### src/rtl/core/ilp_pkg.sv
// Shared types, character codes and helper functions for the integer literal parser.
// No dependencies; integer_literal_parser.sv refers to it by scoped names.
package ilp_pkg;

  // Literal kind codes on the result beat
  localparam logic [2:0] KIND_HEX  = 3'd0;
  localparam logic [2:0] KIND_DEC  = 3'd1;
  localparam logic [2:0] KIND_CHAR = 3'd2;
  localparam logic [2:0] KIND_BOOL = 3'd3;
  localparam logic [2:0] KIND_NONE = 3'd4;

  // Number form tracked while the token streams in
  localparam logic [1:0] FORM_OTHER = 2'd0;
  localparam logic [1:0] FORM_DEC   = 2'd1;
  localparam logic [1:0] FORM_HEX   = 2'd2;

  // Character codes
  localparam logic [7:0] CH_ZERO  = 8'h30;
  localparam logic [7:0] CH_NINE  = 8'h39;
  localparam logic [7:0] CH_X_LO  = 8'h78;
  localparam logic [7:0] CH_X_UP  = 8'h58;
  localparam logic [7:0] CH_MINUS = 8'h2d;
  localparam logic [7:0] CH_PLUS  = 8'h2b;
  localparam logic [7:0] CH_QUOTE = 8'h27;
  localparam logic [7:0] CH_A_LO  = 8'h61;
  localparam logic [7:0] CH_F_LO  = 8'h66;
  localparam logic [7:0] CH_A_UP  = 8'h41;
  localparam logic [7:0] CH_F_UP  = 8'h46;

  // Boolean words: the first TRUE_WORDS entries mean 1, the rest mean 0
  localparam int unsigned WORD_COUNT = 6;
  localparam int unsigned TRUE_WORDS = 3;
  localparam int unsigned WORD_SLOTS = 8;

  typedef logic [WORD_COUNT-1:0] word_mask_t;

  localparam logic [7:0] WORD_TEXT [WORD_COUNT][WORD_SLOTS] = '{
    '{8'h74, 8'h72, 8'h75, 8'h65, 8'h00, 8'h00, 8'h00, 8'h00},  // true
    '{8'h54, 8'h72, 8'h75, 8'h65, 8'h00, 8'h00, 8'h00, 8'h00},  // True
    '{8'h54, 8'h52, 8'h55, 8'h45, 8'h00, 8'h00, 8'h00, 8'h00},  // TRUE
    '{8'h66, 8'h61, 8'h6c, 8'h73, 8'h65, 8'h00, 8'h00, 8'h00},  // false
    '{8'h46, 8'h61, 8'h6c, 8'h73, 8'h65, 8'h00, 8'h00, 8'h00},  // False
    '{8'h46, 8'h41, 8'h4c, 8'h53, 8'h45, 8'h00, 8'h00, 8'h00}   // FALSE
  };

  localparam logic [3:0] WORD_LEN [WORD_COUNT] = '{
    4'd4, 4'd4, 4'd4, 4'd5, 4'd5, 4'd5
  };

  // Hex digit decode result
  typedef struct packed {
    logic       hit;
    logic [3:0] val;
  } hex_digit_t;

  function automatic logic is_dec(input logic [7:0] c);
    return (c >= CH_ZERO) && (c <= CH_NINE);
  endfunction

  function automatic hex_digit_t hex_decode(input logic [7:0] c);
    hex_digit_t r;
    r.hit = 1'b0;
    r.val = 4'd0;
    if (is_dec(c)) begin
      r.hit = 1'b1;
      r.val = c[3:0];
    end else if (((c >= CH_A_LO) && (c <= CH_F_LO)) || ((c >= CH_A_UP) && (c <= CH_F_UP))) begin
      // a..f and A..F both carry 1..6 in the low nibble
      r.hit = 1'b1;
      r.val = c[3:0] + 4'd9;
    end
    return r;
  endfunction

endpackage

### src/rtl/core/ilp_in_if.sv
// Character channel of the integer literal parser: one token byte per beat.
// No dependencies.
interface ilp_in_if;
  logic       valid;
  logic       ready;
  logic [7:0] ch;
  logic       last;

  modport source (output valid, output ch, output last, input ready);
  modport sink   (input valid, input ch, input last, output ready);
endinterface

### src/rtl/core/ilp_out_if.sv
// Result channel of the integer literal parser: one beat per finished token.
// No dependencies; VALUE_WIDTH sets the width of the converted value.
interface ilp_out_if #(
  parameter int unsigned VALUE_WIDTH = 64
);
  logic                   valid;
  logic                   ready;
  logic                   ok;
  logic [2:0]             literal_kind;
  logic                   negative;
  logic [VALUE_WIDTH-1:0] value;

  modport source (output valid, output ok, output literal_kind, output negative,
                  output value, input ready);
  modport sink   (input valid, input ok, input literal_kind, input negative,
                  input value, output ready);
endinterface

### src/rtl/core/integer_literal_parser.sv
// Top level of the integer literal parser: token state, digit accumulator, result register.
// Depends on ilp_pkg, ilp_in_if and ilp_out_if.
//
//  channel | dir | payload                              | beat
//  in_i    | in  | ch[7:0], last                        | one token character
//  out_o   | out | ok, literal_kind[2:0], negative,     | one result per token,
//          |     | value[VALUE_WIDTH-1:0]               | after the last character
//
// One character per cycle while in_i.ready is high. The result of a token is registered
// at the edge that accepts its last character and is offered on out_o from the next cycle on.
// The digit step (times 10 or 16 by shift-add, plus digit, overflow check on the
// carry bits) sits between the state registers and the result register.
// in_i.ready drops only while a result waits and out_o.ready is low.
// Reset clears the token state and empties the result register.
module integer_literal_parser #(
  parameter int unsigned VALUE_WIDTH = 64
) (
  input  logic           clk_i,
  input  logic           rst_ni,
  ilp_in_if.sink         in_i,
  ilp_out_if.source      out_o
);

  localparam int unsigned SUM_W = VALUE_WIDTH + 4;
  localparam logic [VALUE_WIDTH-1:0] VMAX = {VALUE_WIDTH{1'b1}};
  localparam logic [VALUE_WIDTH-1:0] NEG_LIM = {1'b1, {(VALUE_WIDTH-1){1'b0}}};

  // Token state
  logic [2:0]             pos_q, pos_d;
  logic [1:0]             form_q, form_d;
  logic [VALUE_WIDTH-1:0] acc_q, acc_d;
  logic                   minus_q, minus_d;
  logic                   ovf_q, ovf_d;
  logic                   derr_q, derr_d;
  logic [7:0]             first_q, first_d;
  logic [7:0]             second_q, second_d;
  ilp_pkg::word_mask_t    wmatch_q, wmatch_d;

  // Result register
  logic                   out_valid_q;
  logic                   res_ok_q, res_ok_d;
  logic [2:0]             res_kind_q, res_kind_d;
  logic                   res_neg_q, res_neg_d;
  logic [VALUE_WIDTH-1:0] res_val_q, res_val_d;

  logic                   accept;
  logic [3:0]             len;
  logic                   do_acc;
  logic                   use_hex;
  logic [3:0]             digit;
  logic [SUM_W-1:0]       acc_scaled;
  logic [SUM_W-1:0]       acc_sum;
  ilp_pkg::hex_digit_t    hexd;
  logic                   word_hit;

  assign in_i.ready = !out_valid_q || out_o.ready;
  assign accept     = in_i.valid && in_i.ready;
  assign len        = {1'b0, pos_q} + 4'd1;
  assign hexd       = ilp_pkg::hex_decode(in_i.ch);

  // Pick radix and digit from the form held so far
  assign use_hex    = (form_q == ilp_pkg::FORM_HEX);
  assign digit      = use_hex ? hexd.val : in_i.ch[3:0];

  // Scale the accumulator by 16 or by 10 (8x + 2x), then add the digit
  assign acc_scaled = use_hex ? {acc_q, 4'b0000}
                              : ({1'b0, acc_q, 3'b000} + {3'b000, acc_q, 1'b0});
  assign acc_sum    = acc_scaled + {{(SUM_W-4){1'b0}}, digit};

  // Advance the token state by one character
  always_comb begin
    pos_d    = pos_q;
    form_d   = form_q;
    acc_d    = acc_q;
    minus_d  = minus_q;
    ovf_d    = ovf_q;
    derr_d   = derr_q;
    first_d  = first_q;
    second_d = second_q;
    do_acc   = 1'b0;

    // Drop every word that disagrees at this position or is already complete
    for (int i = 0; i < ilp_pkg::WORD_COUNT; i++) begin
      wmatch_d[i] = wmatch_q[i] && (len <= ilp_pkg::WORD_LEN[i])
                    && (ilp_pkg::WORD_TEXT[i][pos_q] == in_i.ch);
    end

    if (pos_q == 3'd0) begin
      first_d = in_i.ch;
      minus_d = (in_i.ch == ilp_pkg::CH_MINUS);
      if (ilp_pkg::is_dec(in_i.ch)) begin
        form_d = ilp_pkg::FORM_DEC;
        acc_d  = {{(VALUE_WIDTH-4){1'b0}}, in_i.ch[3:0]};
      end else if ((in_i.ch == ilp_pkg::CH_MINUS) || (in_i.ch == ilp_pkg::CH_PLUS)) begin
        form_d = ilp_pkg::FORM_DEC;
      end else begin
        form_d = ilp_pkg::FORM_OTHER;
      end
    end else begin
      if (pos_q == 3'd1) begin
        second_d = in_i.ch;
      end
      if (form_q == ilp_pkg::FORM_DEC) begin
        if ((pos_q == 3'd1) && (first_q == ilp_pkg::CH_ZERO)
            && ((in_i.ch == ilp_pkg::CH_X_LO) || (in_i.ch == ilp_pkg::CH_X_UP))) begin
          // Leading 0x: switch to the hex path
          form_d  = ilp_pkg::FORM_HEX;
          acc_d   = '0;
          minus_d = 1'b0;
        end else if (!derr_q) begin
          if (ilp_pkg::is_dec(in_i.ch)) begin
            do_acc = 1'b1;
          end else begin
            derr_d = 1'b1;
          end
        end
      end else if ((form_q == ilp_pkg::FORM_HEX) && !derr_q) begin
        if (hexd.hit) begin
          do_acc = 1'b1;
        end else begin
          derr_d = 1'b1;
        end
      end
    end

    // Saturate the accumulator once any carry leaves the value width
    if (do_acc && !ovf_q) begin
      if (acc_sum[SUM_W-1:VALUE_WIDTH] != 4'd0) begin
        ovf_d = 1'b1;
        acc_d = VMAX;
      end else begin
        acc_d = acc_sum[VALUE_WIDTH-1:0];
      end
    end

    if (pos_q != 3'd7) begin
      pos_d = pos_q + 3'd1;
    end
  end

  // Classify the finished token from the updated state
  always_comb begin
    res_ok_d   = 1'b0;
    res_kind_d = ilp_pkg::KIND_NONE;
    res_neg_d  = 1'b0;
    res_val_d  = '0;
    word_hit   = 1'b0;

    case (form_d)
      ilp_pkg::FORM_HEX: begin
        if ((len > 4'd2) && !derr_d) begin
          res_ok_d   = 1'b1;
          res_kind_d = ilp_pkg::KIND_HEX;
          res_val_d  = acc_d;
        end
      end
      ilp_pkg::FORM_DEC: begin
        if (!((len == 4'd1) && !ilp_pkg::is_dec(first_d)) && !derr_d) begin
          res_ok_d   = 1'b1;
          res_kind_d = ilp_pkg::KIND_DEC;
          if (minus_d) begin
            res_neg_d = 1'b1;
            if (ovf_d || (acc_d > NEG_LIM)) begin
              res_val_d = NEG_LIM;
            end else begin
              res_val_d = '0 - acc_d;
            end
          end else begin
            res_val_d = acc_d;
          end
        end
      end
      default: begin
        if ((len == 4'd3) && (first_d == ilp_pkg::CH_QUOTE)
            && (in_i.ch == ilp_pkg::CH_QUOTE)) begin
          res_ok_d   = 1'b1;
          res_kind_d = ilp_pkg::KIND_CHAR;
          res_val_d  = {{(VALUE_WIDTH-8){1'b0}}, second_d};
        end else begin
          // First surviving word of the right length wins
          for (int i = 0; i < ilp_pkg::WORD_COUNT; i++) begin
            if (!word_hit && wmatch_d[i] && (len == ilp_pkg::WORD_LEN[i])) begin
              word_hit   = 1'b1;
              res_ok_d   = 1'b1;
              res_kind_d = ilp_pkg::KIND_BOOL;
              res_val_d  = (i < ilp_pkg::TRUE_WORDS) ? {{(VALUE_WIDTH-1){1'b0}}, 1'b1} : '0;
            end
          end
        end
      end
    endcase
  end

  // Hold token state; restart it after the last character
  always_ff @(posedge clk_i or negedge rst_ni) begin
    if (!rst_ni) begin
      pos_q    <= 3'd0;
      form_q   <= ilp_pkg::FORM_OTHER;
      acc_q    <= '0;
      minus_q  <= 1'b0;
      ovf_q    <= 1'b0;
      derr_q   <= 1'b0;
      first_q  <= 8'd0;
      second_q <= 8'd0;
      wmatch_q <= '1;
    end else if (accept) begin
      if (in_i.last) begin
        pos_q    <= 3'd0;
        form_q   <= ilp_pkg::FORM_OTHER;
        acc_q    <= '0;
        minus_q  <= 1'b0;
        ovf_q    <= 1'b0;
        derr_q   <= 1'b0;
        first_q  <= 8'd0;
        second_q <= 8'd0;
        wmatch_q <= '1;
      end else begin
        pos_q    <= pos_d;
        form_q   <= form_d;
        acc_q    <= acc_d;
        minus_q  <= minus_d;
        ovf_q    <= ovf_d;
        derr_q   <= derr_d;
        first_q  <= first_d;
        second_q <= second_d;
        wmatch_q <= wmatch_d;
      end
    end
  end

  // Result beat valid: set on a last character, clear once taken
  always_ff @(posedge clk_i or negedge rst_ni) begin
    if (!rst_ni) begin
      out_valid_q <= 1'b0;
    end else if (accept && in_i.last) begin
      out_valid_q <= 1'b1;
    end else if (out_o.ready) begin
      out_valid_q <= 1'b0;
    end
  end

  // Load the result payload
  always_ff @(posedge clk_i) begin
    if (accept && in_i.last) begin
      res_ok_q   <= res_ok_d;
      res_kind_q <= res_kind_d;
      res_neg_q  <= res_neg_d;
      res_val_q  <= res_val_d;
    end
  end

  assign out_o.valid        = out_valid_q;
  assign out_o.ok           = res_ok_q;
  assign out_o.literal_kind = res_kind_q;
  assign out_o.negative     = res_neg_q;
  assign out_o.value        = res_val_q;

endmodule
### src/flat_wrapper.sv
// flat-port wrapper written by rule: the top's interface ports become plain ports
module integer_literal_parser_flat 
#(
  parameter int unsigned VALUE_WIDTH = 64
)
  (clk_i, rst_ni, in_i_valid, in_i_ch, in_i_last, in_i_ready, out_o_valid, out_o_ok, out_o_literal_kind, out_o_negative, out_o_value, out_o_ready);
  ilp_in_if in_i_i ();
  ilp_out_if #(.VALUE_WIDTH(VALUE_WIDTH)) out_o_i ();
  input  logic clk_i;
  input  logic rst_ni;
  input wire logic [$bits(in_i_i.valid)-1:0] in_i_valid;
  input wire logic [$bits(in_i_i.ch)-1:0] in_i_ch;
  input wire logic [$bits(in_i_i.last)-1:0] in_i_last;
  output wire logic [$bits(in_i_i.ready)-1:0] in_i_ready;
  output wire logic [$bits(out_o_i.valid)-1:0] out_o_valid;
  output wire logic [$bits(out_o_i.ok)-1:0] out_o_ok;
  output wire logic [$bits(out_o_i.literal_kind)-1:0] out_o_literal_kind;
  output wire logic [$bits(out_o_i.negative)-1:0] out_o_negative;
  output wire logic [$bits(out_o_i.value)-1:0] out_o_value;
  input wire logic [$bits(out_o_i.ready)-1:0] out_o_ready;
  assign in_i_i.valid = in_i_valid;
  assign in_i_i.ch = in_i_ch;
  assign in_i_i.last = in_i_last;
  assign in_i_ready = in_i_i.ready;
  assign out_o_valid = out_o_i.valid;
  assign out_o_ok = out_o_i.ok;
  assign out_o_literal_kind = out_o_i.literal_kind;
  assign out_o_negative = out_o_i.negative;
  assign out_o_value = out_o_i.value;
  assign out_o_i.ready = out_o_ready;
  integer_literal_parser #(.VALUE_WIDTH(VALUE_WIDTH)) u_core (.clk_i(clk_i), .rst_ni(rst_ni), .in_i(in_i_i), .out_o(out_o_i));
endmodule
### config.mk
export PLATFORM = sky130hd
export DESIGN_NAME = integer_literal_parser_flat
export DESIGN_NICKNAME = d
export VERILOG_FILES = /design/src/rtl/core/ilp_pkg.sv /design/src/rtl/core/ilp_in_if.sv /design/src/rtl/core/ilp_out_if.sv /design/src/rtl/core/integer_literal_parser.sv /design/src/flat_wrapper.sv
export SDC_FILE = /design/constraint.sdc
export NUM_CORES = 1
export LEC_CHECK = 0
export BUFFER_PORTS_ARGS = -buffer_cell sky130_fd_sc_hd__buf_2
export CAP_MARGIN = 20
export CORE_UTILIZATION = 35
export CTS_CLUSTER_DIAMETER = 200
export DETAILED_ROUTE_END_ITERATION = 7
export HOLD_SLACK_MARGIN = 0.12
export PLACE_DENSITY = 0.5
export RECOVER_POWER = 50
export SLEW_MARGIN = 10
export SYNTH_ARGS = -nofsm -noshare
export SYNTH_HDL_FRONTEND = slang
export SYNTH_SLANG_ARGS = --single-unit
### constraint.sdc
create_clock -name clk_i -period 10.8 [get_ports clk_i]
set_clock_uncertainty 0.15 [all_clocks]
set_input_delay 0 -clock clk_i [delete_from_list [all_inputs] [get_ports clk_i]]
set_output_delay 0 -clock clk_i [all_outputs]
set_load 0.02 [all_outputs]
Word-level counts from Yosys, hierarchy flattened
Memory sizes are Yosys's and may differ from the RTL's.
Index checks and enable logic that the tools add are counted.

word-level totals
  bits of input ports = 13
  flip-flop bits (word level) = 164
  ROM bits = 384
  memories = 6
  output and inout port bits = 71

operators by class
  reductions and logical operators = 61
  add/subtract/negate cells = 6
  bitwise operators = 1
  mux-type cells = 108
  eq/ne operators = 23
  $lt $le $gt $ge = 13

memories
  memory           words  width  rd ports  clocked after memory_dff  wr ports  RTL line                      source
  (no name shown)  8      8      1         0                         0         integer_literal_parser.sv:85  && (ilp_pkg::WORD_TEXT[i][pos_q] == in_i.ch);
  (no name shown)  8      8      1         0                         0         integer_literal_parser.sv:85
  (no name shown)  8      8      1         0                         0         integer_literal_parser.sv:85
  (no name shown)  8      8      1         0                         0         integer_literal_parser.sv:85
  (no name shown)  8      8      1         0                         0         integer_literal_parser.sv:85
  (no name shown)  8      8      1         0                         0         integer_literal_parser.sv:85

operators with widths
  kind                                                                                 number
  64-bit 2-to-1 mux                                                                    12
  8-bit 2-to-1 mux                                                                     17
  64-bit one-hot mux with 2 select lines                                               1
  67-bit by 65-bit adder with 68-bit output                                            1
  68-bit by 4-bit adder with 68-bit output                                             1
  68-bit 2-to-1 mux                                                                    1
  64-bit > comparator, second input constant                                           1
  1-bit by 64-bit subtractor with 64-bit output, first input constant                  1
  1-bit 2-to-1 mux                                                                     55
  8-bit == test                                                                        6
  8-bit by 6-bit == test with 1-bit output, second input constant                      5
  1-bit logical AND                                                                    38
  3-bit 2-to-1 mux                                                                     11
  8-bit by 7-bit == test with 1-bit output, second input constant                      2
  8-bit by 6-bit greater-or-equal comparator with 1-bit output, second input constant  2
  8-bit by 7-bit greater-or-equal comparator with 1-bit output, second input constant  2
  8-bit by 6-bit less-or-equal comparator with 1-bit output, second input constant     2
  8-bit by 7-bit less-or-equal comparator with 1-bit output, second input constant     2
  1-bit logical NOT                                                                    11
  2-bit 2-to-1 mux                                                                     5
  5-bit 2-to-1 mux                                                                     2
  4-bit by 3-bit == test with 1-bit output, second input constant                      2
  4-bit by 3-bit less-or-equal comparator with 1-bit output, second input constant     2
  6-bit 2-to-1 mux                                                                     1
  other kinds (21)                                                                     29

Logic depth before layout (Yosys ltp)
  depth in word-level cells = 40
  mapped depth = 39
  mapped depth without buffers = 29

Least setup slack after synthesis
Ideal clock, no wire load.

  path kind = register to register
  start point = register u_core.form_q[1]
  end point = register u_core.res_val_q[48] (netlist: u_core.out_o.value[48]) (data pin)
  required time = 10392 ps
  setup slack = 2558 ps
  stages on the path, launching flop included = 37
  setup time = 258 ps
  data arrival time = 7834 ps
  clock period less this slack = 8242 ps
  cells stage by stage = dfrtp_1 nor2b_1 buf_2 buf_4 buf_4 buf_4 buf_2 clkbuf_1 clkbuf_1 clkbuf_1 clkbuf_1 buf_1 clkbuf_1 a31oi_1 a31oi_1 ha_1 a21oi_1 or3_1 nor3_1 and3_1 and3_1 buf_2 nand4_1 nor4_1 xnor2_1 nand4_2 buf_2 o21ai_2 ha_1 inv_1 o22ai_2 nand3_1 nor4_4 nand3_1 o31ai_1 o21a_1 nor2_1

on the way
  word-level cells in the longest chain between the ends = 13
  elaborated cells on any way between the ends = 38

RTL lines
  what                                                                                               RTL line                       source
  from (decl)                                                                                        integer_literal_parser.sv:30   logic [1:0] form_q, form_d;
  from (signal assigned)                                                                             integer_literal_parser.sv:198  form_q <= ilp_pkg::FORM_OTHER;
  from (signal assigned)                                                                             integer_literal_parser.sv:209  form_q <= ilp_pkg::FORM_OTHER;
  from (signal assigned)                                                                             integer_literal_parser.sv:219  form_q <= form_d;
  parallel branches: the longest is 12 deep, another holds 68-bit by 4-bit adder with 68-bit output  --
  64-bit one-hot mux with 2 select lines (*)                                                         integer_literal_parser.sv:149  case (form_d)
  named net u_core.res_val_d[48]                                                                     integer_literal_parser.sv:44   logic [VALUE_WIDTH-1:0] res_val_q, res_val_d;
  to (signal assigned)                                                                               integer_literal_parser.sv:248  res_val_q <= res_val_d;
  to (decl)                                                                                          integer_literal_parser.sv:44

Mark *: on every way through the listed nets, which the timed path passes.
A chain may end at the register's enable or synchronous reset.

Worst setup path in the final report
  start point = input port in_i_ch[5]
  end point = register u_core.res_val_q[57] (netlist: u_core.out_o.value[57]) (data pin)

on the way
  word-level cells in the longest chain between the ends = 17
  elaborated cells on any way between the ends = 73

RTL lines
  what                                                                                               RTL line                       source
  from (decl)                                                                                        flat_wrapper.sv:12             input wire logic [$bits(in_i_i.ch)-1:0] in_i_ch;
  parallel branches: the longest is 16 deep, another holds 68-bit by 4-bit adder with 68-bit output  --
  64-bit one-hot mux with 2 select lines (*)                                                         integer_literal_parser.sv:149
  named net u_core.res_val_d[57]                                                                     integer_literal_parser.sv:44

Marks and branches as above.

==> flow_metrics.env <==
export IMPL_async_flop_share_pct=57.9
export IMPL_clock_fmax_mhz=109
export IMPL_synth_largest_area_cell="dfrtp_1"
export IMPL_wire_per_inst_um=23.1
export IMPL_power_mw=1.63
export IMPL_vias=19839
export IMPL_clock_latency_ns=0.46
export IMPL_register_area_mm2=0.00446
export IMPL_cap_violations=4
export IMPL_synth_mux_area_share_pct=2.09
export IMPL_multiInputGateArea_mm2=0.0132
export IMPL_synth_edf_count=69
export IMPL_synthXorXnorAreaFrac_pct=6.44
export IMPL_rr_worst_depth=20
export IMPL_rsz0062_at_grt="no"
export IMPL_hold_path_endpoint="u_core.wmatch_q[5]$_DFFE_PN1P_"
export IMPL_area_growth_pct=7.91
export IMPL_via_per_inst=6.21
export IMPL_setup_viol=0
export IMPL_synth_compound_area_share_pct=29.5
export IMPL_cts_root_buf="clkbuf_16"
export IMPL_antenna_cells=0
export IMPL_path_class="in -> reg"
export IMPL_critPathArrivalTime_ns=9.26
export IMPL_synth_seq_cells=164
export IMPL_ys_seq_area_share_pct=24.1
export IMPL_synth_top_family_by_area="compound AO/OA/AOI/OAI gates"
export IMPL_cts_buffers=17
export IMPL_violations="capacitance limit, slew limit"
export IMPL_antenna_found_initial=0
export IMPL_cts_max_level=4
export IMPL_finalHoldViolCount=0
export IMPL_n_fill_cell=5421
export IMPL_hold_ws_ns=0.313
export IMPL_cts_clk_slew_worst_paths_ns=0.07
export IMPL_dieArea_mm2=0.0538
export IMPL_holdPathStages=2
export IMPL_vdd_ir_drop_max_mv=0.0991
export IMPL_critPathLaunchType="input port"
export IMPL_hp_class="reg -> reg"
export IMPL_ys_warn_count=0
export IMPL_drv_slew=219
export IMPL_synth_flop_cell="dfrtp_1"
export IMPL_p_leak_nw=7.63
export IMPL_synthSimpleGateAreaFrac_pct=27.1
export IMPL_grt_pass1_wl_um=112000
export IMPL_routed_wl_um=73900
export IMPL_grt_max_degree=71
export IMPL_drive_above_1_share_pct=5.41
export IMPL_io_buffers=83
export IMPL_cts_tree="yes"
export IMPL_grt_usage_pct=26.9
export IMPL_drtPass1Iterations=8
export IMPL_syn_num_nets=2620
export IMPL_die_w_um=232
export IMPL_synthTopCellsByArea="dfrtp_1, edfxtp_1, nand2_1"
export IMPL_gp_congestion=0.975
export IMPL_r2r_end="u_core.out_o.value[57]$_DFFE_PP_"
export IMPL_worstSetupEndpointType="flip-flop"
export IMPL_start_util_pct=35.8
export IMPL_hpwl_um=56900
export IMPL_fin_setup_tns_ns=0
export IMPL_avgSynthCellArea_um2=7.33
export IMPL_nets=2598
export IMPL_worstMarginPinSlew_ns=3.22
export IMPL_ant_nets=0
export IMPL_core_area_mm2=0.0517
export IMPL_final_cell_area_mm2=0.0200
export IMPL_cts_sinks=164
export IMPL_min_period_over_period_pct=85.3
export IMPL_outcome="complete, but fails checks"
export IMPL_grt_ovfl_total=0
export IMPL_synthesis_area_mm2=0.0185
export IMPL_postCtsResizedCells=0
export IMPL_final_cell_mix="nand2_1, o21ai_0, a21oi_1, nor2_1, dfrtp_1"
export IMPL_dr_first_iter_drc_count=2068
export IMPL_final_common_cell="nand2_1"
export IMPL_die_height_um=232
export IMPL_synth_fa_ha_area_share_pct=5.75
export IMPL_hp_start="u_core.wmatch_q[5]$_DFFE_PN1P_"
export IMPL_slew_headroom_pct=-114
export IMPL_clockBufferDepth=2
export IMPL_yosys_cell_types_count=95
export IMPL_pwr_density_cell_mw_per_mm2=81.6
export IMPL_io_pins=84
export IMPL_grt_pass1_vias=17911
export IMPL_drcViolationCount=0
export IMPL_dpl_cell_area_mm2=0.0193
export IMPL_reg2reg_slack_ns=1.64
export IMPL_synthCells=2524
export IMPL_num_rows=83
export IMPL_layout_min_cycle_time_ns=9.21
export IMPL_critical_path_peak_fanout=22
export IMPL_setup_ws_ns=1.59
export IMPL_place_ws_ns=1.82
export IMPL_reg2reg_from="u_core.acc_q[21]$_DFFE_PN0P_"
export IMPL_crit_required_ns=10.85
export IMPL_synth_top_area_share_pct=12.0
## cells in the mapped netlist, drive strengths merged (11+ instances only)
library cell,number
a211oi,28
a21o,31
a21oi,201
a22o,25
a22oi,19
a31oi,36
and2,35
and3,23
and4,24
buf,73
clkbuf,95
dfrtp,89
edfxtp,69
ha,81
inv,41
mux2,13
mux2i,24
nand2,418
nand2b,20
nand3,68
nand4,77
nor2,176
nor2b,11
nor3,53
nor4,32
o211ai,19
o21a,23
o21ai,311
o22ai,47
o31ai,22
or2,13
or3,26
xnor2,76
xor2,60
## logic make-up (layout without fill, tap and decap cells)
family / Yosys count / after routing
fa+ha+maj: 84 / 84
buf+inv: 209 / 200
flops: 164 / 164
mux: 37 / 37
compound gates: 871 / 871
simple gates: 1023 / 1023
xor+xnor: 136 / 136
## per-layer routing
| metal | track usage (%) | part of all wire, % | vias up |
|---|---|---|---|
| li1 | - | - | 9352 |
| met3 | 3.22 | 7.2 | 84 |
| met2 | 38.8 | 41 | 864 |
| met4 | 6.29 | 2.1 | 0 |
| met1 | 41.7 | 49 | 9539 |
| met5 | 0 | 0 | - |
## where the power goes
part           internal (mW)  leakage, nW  switching (mW)
sequential             0.676         1.96          0.0198
clock                  0.412        0.306           0.279
combinational         0.0707         5.36           0.172
total                   1.16         7.63           0.471
## area by class of cell
cell class	count	area share (%)
repair buffers	127	3.40
well taps	680	4.26
flip-flops and latches	164	22.3
clock buffers	20	2.19
multi-input cells	2151	66.0
inverters	41	0.771
clock inverters	12	1.02
## sequential cells by signal (all words and copies together) (netlist names)
signal	count
u_core.out_o.value	64
u_core.out_o.ok	1
u_core.out_o.valid	1
u_core.second_q	8
u_core.derr_q	1
u_core.out_o.literal_kind	3
u_core.pos_q	3
u_core.out_o.negative	1
u_core.ovf_q	1
u_core.acc_q	64
u_core.form_q	2
u_core.minus_q	1
u_core.wmatch_q	6
u_core.first_q	8
## worst max-delay path, cell delays in order
cell and delay [ns]:
dlygate4sd3_1 0.53, buf_2 0.35, nor3b_1 0.67, nand2_1 0.23
a21oi_1 0.22, nor4_1 0.07, a21oi_1 0.15, o21ai_0 0.17
ha_1 0.32, a21o_1 0.11, a21oi_1 0.11, or3_1 0.46
nor3_1 0.68, and3_1 0.36, and3_1 0.42, nand4_1 0.24
nor4_1 0.27, xnor2_1 0.25, nand4_4 0.44, o21ai_1 0.75
nand4_1 0.29, nor4b_4 0.60, nand4b_1 0.67, o41ai_1 0.64
or2_1 0.16, a21oi_1 0.06
## how the worst max path moves through the flow
stage,endpoint,cells after the start,start,slack [ns]
3_3_place_gp,u_core.out_o.value[57]$_DFFE_PP_,20,u_core.acc_q[30]$_DFFE_PN0P_,1.87
5_1_grt,u_core.out_o.value[57]$_DFFE_PP_,26,in_i_ch[5],0.88
6_report,u_core.out_o.value[57]$_DFFE_PP_,26,in_i_ch[5],1.59
4_1_cts,u_core.out_o.value[57]$_DFFE_PP_,26,in_i_ch[5],1.77
2_1_floorplan,u_core.out_o.value[48]$_DFFE_PP_,36,u_core.form_q[1]$_DFFE_PN0P_,2.56
3_5_place_dp,u_core.out_o.value[57]$_DFFE_PP_,20,u_core.acc_q[31]$_DFFE_PN0P_,1.82
## metrics by stage
step	cells	util, %
2_1_floorplan	2524	-
3_3_place_gp	3146	37.3
3_5_place_dp	3146	37.3
4_1_cts	3193	38.8
5_1_grt	3195	38.6
6_report	3195	38.6
## what timing repair did
item | CTS | global route
hold endpoints to repair | 75 | 0
buffers inserted | 0 | 0
hold buffers | 15 | 0
No activity file was read; power rests on OpenSTA's default activity.
